[config.mk]
export PLATFORM = sky130hd
export DESIGN_NAME = sobel_pos_ctrl
export DESIGN_NICKNAME = d
export VERILOG_FILES = /design/src/design/assert_macros.svh /design/src/design/sobel_pkg.sv /design/src/design/sobel_pos_ctrl.sv
export SDC_FILE = /design/constraint.sdc
export NUM_CORES = 1
export LEC_CHECK = 0
export BUFFER_PORTS_ARGS = -buffer_cell sky130_fd_sc_hd__buf_2
export CORE_ASPECT_RATIO = 1.1
export CORE_MARGIN = 5
export CORE_UTILIZATION = 57
export DETAILED_ROUTE_END_ITERATION = 12
export GPL_TIMING_DRIVEN = 0
export PLACE_DENSITY = 0.87
export SLEW_MARGIN = 10
export SYNTH_ARGS = -nofsm -noshare
export SYNTH_HDL_FRONTEND = slang
export SYNTH_SLANG_ARGS = --single-unit
[constraint.sdc]
create_clock -name clk -period 6.49 [get_ports clk]
set_input_delay 0.649 -clock clk [delete_from_list [all_inputs] [get_ports clk]]
set_output_delay 0.649 -clock clk [all_outputs]
set_load 0.02 [all_outputs]
[src/design/assert_macros.svh]
// Assertion helpers used by the top RTL file of the Sobel edge marker.
// Both expect a signal named clk in the scope where they are used; SOBEL_ASSERT also expects rst_n.
`ifndef ASSERT_MACROS_SVH
`define ASSERT_MACROS_SVH

// Check on every rising clock edge, held off while reset is asserted.
`define SOBEL_ASSERT(lbl, prop, msg) \
  lbl: assert property (@(posedge clk) disable iff (!rst_n) prop) else $error(msg);

// Check on every rising clock edge, reset cycles included.
`define SOBEL_ASSERT_ALWAYS(lbl, prop, msg) \
  lbl: assert property (@(posedge clk) prop) else $error(msg);

`endif

[src/design/sobel_pkg.sv]
package sobel_pkg;

  localparam int PIX_W      = 8;
  localparam int THR_W      = 11;
  localparam int CFG_IDX_W  = 2;
  localparam int CFG_DATA_W = 12;

  localparam int DEF_MAX_WIDTH  = 2048;
  localparam int DEF_MAX_HEIGHT = 2048;
  localparam int MIN_DIM        = 3;
  localparam int RST_WIDTH      = 1440;
  localparam int RST_HEIGHT     = 810;
  localparam logic [THR_W-1:0] RST_THRESH = 11'd150;

  // One side of a Sobel kernel (1,2,1 weights on 8-bit pixels) peaks at 1020.
  localparam int SUM_W    = 10;
  localparam int GRAD_W   = 10;
  localparam int SQ_W     = 2 * GRAD_W;
  localparam int LIM_W    = THR_W + 1;
  localparam int LIM_SQ_W = 2 * LIM_W;

  typedef enum logic [CFG_IDX_W-1:0] {
    REG_IMAGE_WIDTH    = 2'd0,
    REG_IMAGE_HEIGHT   = 2'd1,
    REG_EDGE_THRESHOLD = 2'd2
  } cfg_reg_t;

  // Position flags worked out when a pixel is taken, carried down the pipeline.
  typedef struct packed {
    logic res_valid;  // the pixel reported by this item exists
    logic interior;   // reported pixel has a full 3x3 neighbourhood
    logic last;       // reported pixel closes the frame
    logic top_sel;    // reported pixel is the last column two rows up
  } tag_t;

  // Squared limit for the magnitude test: (threshold + 1) squared.
  function automatic logic [LIM_SQ_W-1:0] lim_square(input logic [THR_W-1:0] thr);
    logic [LIM_W-1:0] lim;
    lim = {1'b0, thr} + LIM_W'(1);
    return LIM_SQ_W'(lim) * LIM_SQ_W'(lim);
  endfunction

endpackage

[src/design/sobel_pos_ctrl.sv]
module sobel_pos_ctrl #(
  parameter int MAX_WIDTH  = sobel_pkg::DEF_MAX_WIDTH,
  parameter int MAX_HEIGHT = sobel_pkg::DEF_MAX_HEIGHT,
  localparam int AW  = $clog2(MAX_WIDTH),
  localparam int WCW = $clog2(MAX_WIDTH + 1),
  localparam int HCW = $clog2(MAX_HEIGHT + 1)
) (
  input  logic                        clk,
  input  logic                        rst_n,
  input  logic                        accept,
  input  logic [sobel_pkg::PIX_W-1:0] intensity,
  input  logic                        flush,
  input  logic [WCW-1:0]              w,
  input  logic [HCW-1:0]              h,
  output logic                        take,
  output logic [AW-1:0]               rd_col,
  output logic [sobel_pkg::PIX_W-1:0] pix,
  output sobel_pkg::tag_t             tag
);

  // Rows run one past the frame while the last row is pushed out.
  localparam int RW  = $clog2(MAX_HEIGHT + 2);
  localparam int CW1 = AW + 1;

  logic [AW-1:0]  col_r, col_nxt;
  logic [RW-1:0]  row_r, row_nxt;
  logic           wrap;
  logic [AW-1:0]  cw;
  logic [RW-1:0]  rw;
  logic [CW1-1:0] inc_col;
  logic           in_frame;
  logic           c0;
  logic           ignore;

  always_comb begin
    // A column left at or past a narrowed width moves to the next row first.
    wrap     = WCW'(col_r) >= w;
    cw       = wrap ? '0 : col_r;
    rw       = wrap ? row_r + RW'(1) : row_r;
    in_frame = rw < RW'(h);
    c0       = cw == '0;
    ignore   = flush && in_frame;
    take     = accept && !ignore;
    rd_col   = cw;
    pix      = in_frame ? intensity : '0;
    inc_col  = {1'b0, cw} + CW1'(1);

    tag.res_valid = c0 ? (rw >= RW'(2)) : (rw != '0);
    tag.interior  = (cw >= AW'(2)) && (rw >= RW'(2)) && in_frame;
    tag.last      = c0 && (rw > RW'(h));
    tag.top_sel   = c0;

    col_nxt = col_r;
    row_nxt = row_r;
    if (accept) begin
      if (ignore) begin
        col_nxt = cw;
        row_nxt = rw;
      end else if (tag.last) begin
        col_nxt = '0;
        row_nxt = '0;
      end else if (inc_col >= CW1'(w)) begin
        col_nxt = '0;
        row_nxt = rw + RW'(1);
      end else begin
        col_nxt = inc_col[AW-1:0];
        row_nxt = rw;
      end
    end
  end

  always_ff @(posedge clk) begin
    if (!rst_n) begin
      col_r <= '0;
      row_r <= '0;
    end else begin
      col_r <= col_nxt;
      row_r <= row_nxt;
    end
  end

endmodule

After elaboration in Yosys (flattened, before gate mapping)

Index checks and enable logic that the tools add are counted.

Output and inout port bits: 24
Register bits after elaboration: 23
Logic and storage cells: 29
Input port bits: 36

Add/sub/neg operators: 3
Muxes and demuxes: 10
Reductions and logical operators: 8
$lt $le $gt $ge: 6

Operator list:

| operator              | number |
|---|---|
| $mux 12               | 4 |
| $mux 11               | 4 |
| $add 12x1->12 const B | 2 |
| $add 11x1->12 const B | 1 |
| $ge 11x12->1          | 1 |
| $ge 12x12->1          | 1 |
| $ge 12x2->1 const B   | 1 |
| $gt 12x12->1          | 1 |
| $lt 12x12->1          | 1 |
| $reduce_bool 12->1    | 1 |
| $ge 11x2->1 const B   | 1 |
| $logic_not 11->1      | 1 |
| $mux 8                | 1 |
| $logic_and 1x1->1     | 5 |
| $logic_not 1->1       | 1 |
| $mux 1                | 1 |

Depth between registers and ports, before layout

Depth after elaboration: 7
Depth in mapped cells: 23
Gate-level depth less buffers: 22

Worst setup path before layout

No wires, ideal clock.

Path kind: input-to-reg
Start: input port w[5]
End: register row_r[9]
Setup slack: 1.457 ns
Data required time: 6.419 ns
Arrival time: 4.962 ns
Path buffers: 2
Stages: 22
Cells stage by stage: inv_1 -> ha_1 -> a211oi_2 -> nor2_1 -> o21ai_0 -> buf_4 -> clkbuf_1 -> and3_1 -> ha_1 -> and2_1 -> nand2_1 -> xor2_1 -> nor2_1 -> ha_1 -> nand2_1 -> nor3_1 -> a21oi_1 -> o211ai_1 -> o211ai_1 -> or4_1 -> a211oi_1 -> o21bai_1

Word-level cells in the longest chain between the ends: 7
Elaborated cells on any way between the ends: 14
Those cells by class: 2 x add/sub; 4 x order compare; 5 x mux; 3 x reduce/logical

Ends and longest elaborated chain:

| item                 | line                 | RTL |
|---|---|---|
| from (decl)          | sobel_pos_ctrl.sv:13 | `input logic [WCW-1:0] w,` |
| $ge 11x12->1 (*)     | sobel_pos_ctrl.sv:37 | `wrap = WCW'(col_r) >= w;` |
| $mux 11 (*)          | sobel_pos_ctrl.sv:38 | `cw = wrap ? '0 : col_r;` |
| via rd_col[1]        | sobel_pos_ctrl.sv:16 | `output logic [AW-1:0] rd_col,` |
| $add 11x1->12        | sobel_pos_ctrl.sv:46 | `inc_col = {1'b0, cw} + CW1'(1);` |
| $ge 12x12->1         | sobel_pos_ctrl.sv:62 | `end else if (inc_col >= CW1'(w)) begin` |
| $mux 12              | sobel_pos_ctrl.sv:62 |  |
| $mux 12 (*)          | sobel_pos_ctrl.sv:59 | `end else if (tag.last) begin` |
| $mux 12 (*)          | sobel_pos_ctrl.sv:56 | `if (ignore) begin` |
| to (signal assigned) | sobel_pos_ctrl.sv:78 | `row_r <= row_nxt;` |
| to (decl)            | sobel_pos_ctrl.sv:26 | `logic [RW-1:0] row_r, row_nxt;` |

The timed path passes the listed nets; every way through them passes the cells marked *.
A chain may end at the register's enable or synchronous reset.

Worst setup path in the final report

Start: input port w[5]
End: register row_r[9]

Word-level cells in the longest chain between the ends: 7
Elaborated cells on any way between the ends: 14
Those cells by class: 2 x add/sub; 4 x order compare; 5 x mux; 3 x reduce/logical

Ends and longest elaborated chain:

| item          | line |
|---|---|
| $ge 11x12->1  | sobel_pos_ctrl.sv:37 |
| $mux 11       | sobel_pos_ctrl.sv:38 |
| $add 11x1->12 | sobel_pos_ctrl.sv:46 |
| $ge 12x12->1  | sobel_pos_ctrl.sv:62 |
| $mux 12       | sobel_pos_ctrl.sv:62 |
| $mux 12       | sobel_pos_ctrl.sv:59 |
| $mux 12 (*)   | sobel_pos_ctrl.sv:56 |

Every way passes the cells marked *; elsewhere a longest branch is shown, timed or not.

==> out/metrics.cfg <==
[run_status]
outcome = completed

[floorplanning]
io_pins = 60
initial_core_util = 0.588
die_h_um = 85.6
die_w_um = 78.7
row_count = 27
dieArea_um2 = 6730
core_um2 = 5030

[clock_tree]
ctsResizeCount = 0
clkSlewWorstSetupHoldPaths_ps = 90
cts.path.max_buffers = 2
h-tree-depth = 1
ctsHoldBuffers = 0
clkSinkCount = 23
cts_buffers = 3
clk_latency_ps = 280
post_cts_buffers = 0
cts_tree = done
root_buffer = clkbuf_8

[setup_path]
worstSetupPathType = in2reg
arrival_ps = 6170
crit_chain = buf_2 -> inv_1 -> ha_1 -> a211oi_2 -> nor2_1 -> o21ai_0 -> buf_4 -> clkbuf_1 -> and3_1 -> ha_1 -> and2_1 -> nand2_1 -> xor2_1 -> nor2_1 -> ha_1 -> nand2_1 -> nor3_1 -> a21oi_1 -> o211ai_1 -> o211ai_1 -> or4_1 -> a211oi_1 -> o21bai_1
cp.required_ps = 6700
cp_slowest_cell = o211ai_1
crit_top_cell = ha_1
critical-path-top-delay-family = compound AO/OA/AOI/OAI gates
end_kind = flip-flop
crit_path_start_kind = input pin
cp_max_fo = 10
crit_buf_inv = 4
slowest_delay_ps = 560

[pwr]
pwr_density_cell_nw_per_um2 = 90.9
leakage_nw = 1.70
vdd_drop_max_v = 0.000106

[logic_synthesis]
ys_async_sr_fraction = 0
syn_nets = 485
syn_inst = 407
ys_seq_area_frac = 0.156
synth_edf_count = 0
ys_types = 57
ys.flop_type = dfxtp_1
syn_area_per_cell_um2 = 7.27
syn_area_um2 = 2960
ys_warn_count = 0
synth.area.top_cells = ha_1 (18%), dfxtp_1 (16%), inv_1 (5.5%), nor2_1 (5.3%), nand2_1 (4.4%)
synth-seq-cells = 23
synth_top_area_cell = ha_1
synth.top_cell.area_share = 0.178

[flow_run]
cap_violations = 0

[layout]
postLayoutCellArea_um2 = 3370
areaGrowthSynthToFinish_pct = 14.0
layout_commonest_cell = buf_2
n_antenna_cell = 0
num-nets-final = 549
drive_gt1_frac = 0.168
regArea_um2 = 460
multiInputGateArea_um2 = 2260
fill_cells = 444
layout_common_cells = buf_2 (60), inv_1 (43), nor2_1 (42), ha_1 (42), nand2_1 (35)

[grt]
grt_max_degree = 14
grt_overflow = 0
grt_pass1_wl_um = 13600
antenna_found_initial = 0
grt_use_total = 0.246
grt_pass1_vias = 3043

[sta]
fin_setup_tns_ps = 0
period_needed_ps = 5950
finalHoldViolations = 0
fmax_mhz = 168
slew_headroom = 0.505
rsz0062_at_grt = false
setup_viol = 0
skew_ps = 11.5
finalCritPeriodShare = 0.918
slew_violations = 0
worst_pin_slew_ps = 737

[place]
dpl-instance-area_um2 = 3330
post-dp-hpwl_um = 6790
routabilityCongestion = 0.919
portBuffers = 59

[drt]
antenna_left = 0
drt_wl_total_um = 8390
routed-via-count = 3168
avgViaCountPerCell = 6.00
wire_per_inst_um = 15.9
drt_iter0_drc = 289
drc_errors = 0
drtPass1Iterations = 7

[min_path]
hp-class = reg2reg

area by class of cell:
type | count | share of cell area
tap | 58 | 0.0215
sequential | 23 | 0.137
multi-input combinational | 325 | 0.670
clock inverter | 1 | 0.00148
buffer | 16 | 0.0226
timing repair buffer | 59 | 0.0876
clock buffer | 3 | 0.0122
inverter | 43 | 0.0479
through the flow:
step / power, mW / setup slack (ps) / utilization / hold WS (ps) / cells
3_3_place_gp: 0.206 / 444 / 0.661 / 482 / 524
2_1_floorplan: 0.185 / 1460 / - / 460 / 407
3_5_place_dp: 0.209 / 413 / 0.661 / 504 / 524
6_report: 0.306 / 535 / 0.670 / 524 / 528
4_1_cts: 0.305 / 667 / 0.670 / 516 / 528
5_1_grt: 0.318 / 149 / 0.670 / 545 / 528
report_power, final:
group	total [mW]	switching [mW]	internal, mW
registers	0.143	0.00112	0.142
logic	0.0638	0.0371	0.0267
clock network	0.0998	0.0566	0.0432
path summary, 6_finish.rpt:
kind / start / to / slack, ps / depth (start not counted)
setup / recovery: w[5] / row_r[9] / 540 / 23
hold / removal: row_r[10] / row_r[10] / 520 / 2
setup reg to reg: col_r[0] / row_r[9] / 550 / 22
hold reg to reg: row_r[10] / row_r[10] / 520 / 2
state kept, by name, indices dropped and copies added (netlist names):
name,count
col_r,11
row_r,12
per-layer routing:
metal	up-vias	wire, um	GRT usage
met2	125	3970	0.422
met4	0	168	0.0779
met3	19	631	0.0462
met5	-	0	0
li1	1562	-	-
met1	1462	3620	0.308
worst register-to-register path: stages (launching register included):
cell       delay (ps)
dfxtp_1           450
inv_1              70
ha_1              280
nand2b_4          150
a2111oi_4         370
o21ai_0           290
nor2_1            530
nand2_1           220
inv_1             140
ha_1              300
and2_1            280
nand2_1            90
xor2_1            160
nor2_1             70
ha_1              280
nand2_1            70
nor3_1            200
a21oi_1           130
o211ai_1          560
o211ai_1          350
or4_1             520
a211oi_1          230
o21bai_1          120
synth_stat cells, types with 5 or more instances:
cell type,count
a211oi_1,7
a21oi_1,23
a22oi_1,8
and2_1,12
and3_1,15
clkbuf_1,11
dfxtp_1,23
ha_1,42
inv_1,43
nand2_1,35
nand3_1,16
nand4_1,8
nor2_1,42
nor3_1,10
o211ai_1,5
o21ai_0,19
xnor2_1,11
xor2_1,13
logic make-up after synthesis:
family,count (synthesis),synth area share
XOR/XNOR,25,0.0766
AND/OR/NAND/NOR,155,0.261
buffers and inverters,59,0.0804
adder cells (fa/ha/maj),42,0.178
AO/OA/AOI/OAI,101,0.242
flip-flops,23,0.156
multiplexers,2,0.00719
Power figures use the tool's default switching activity.
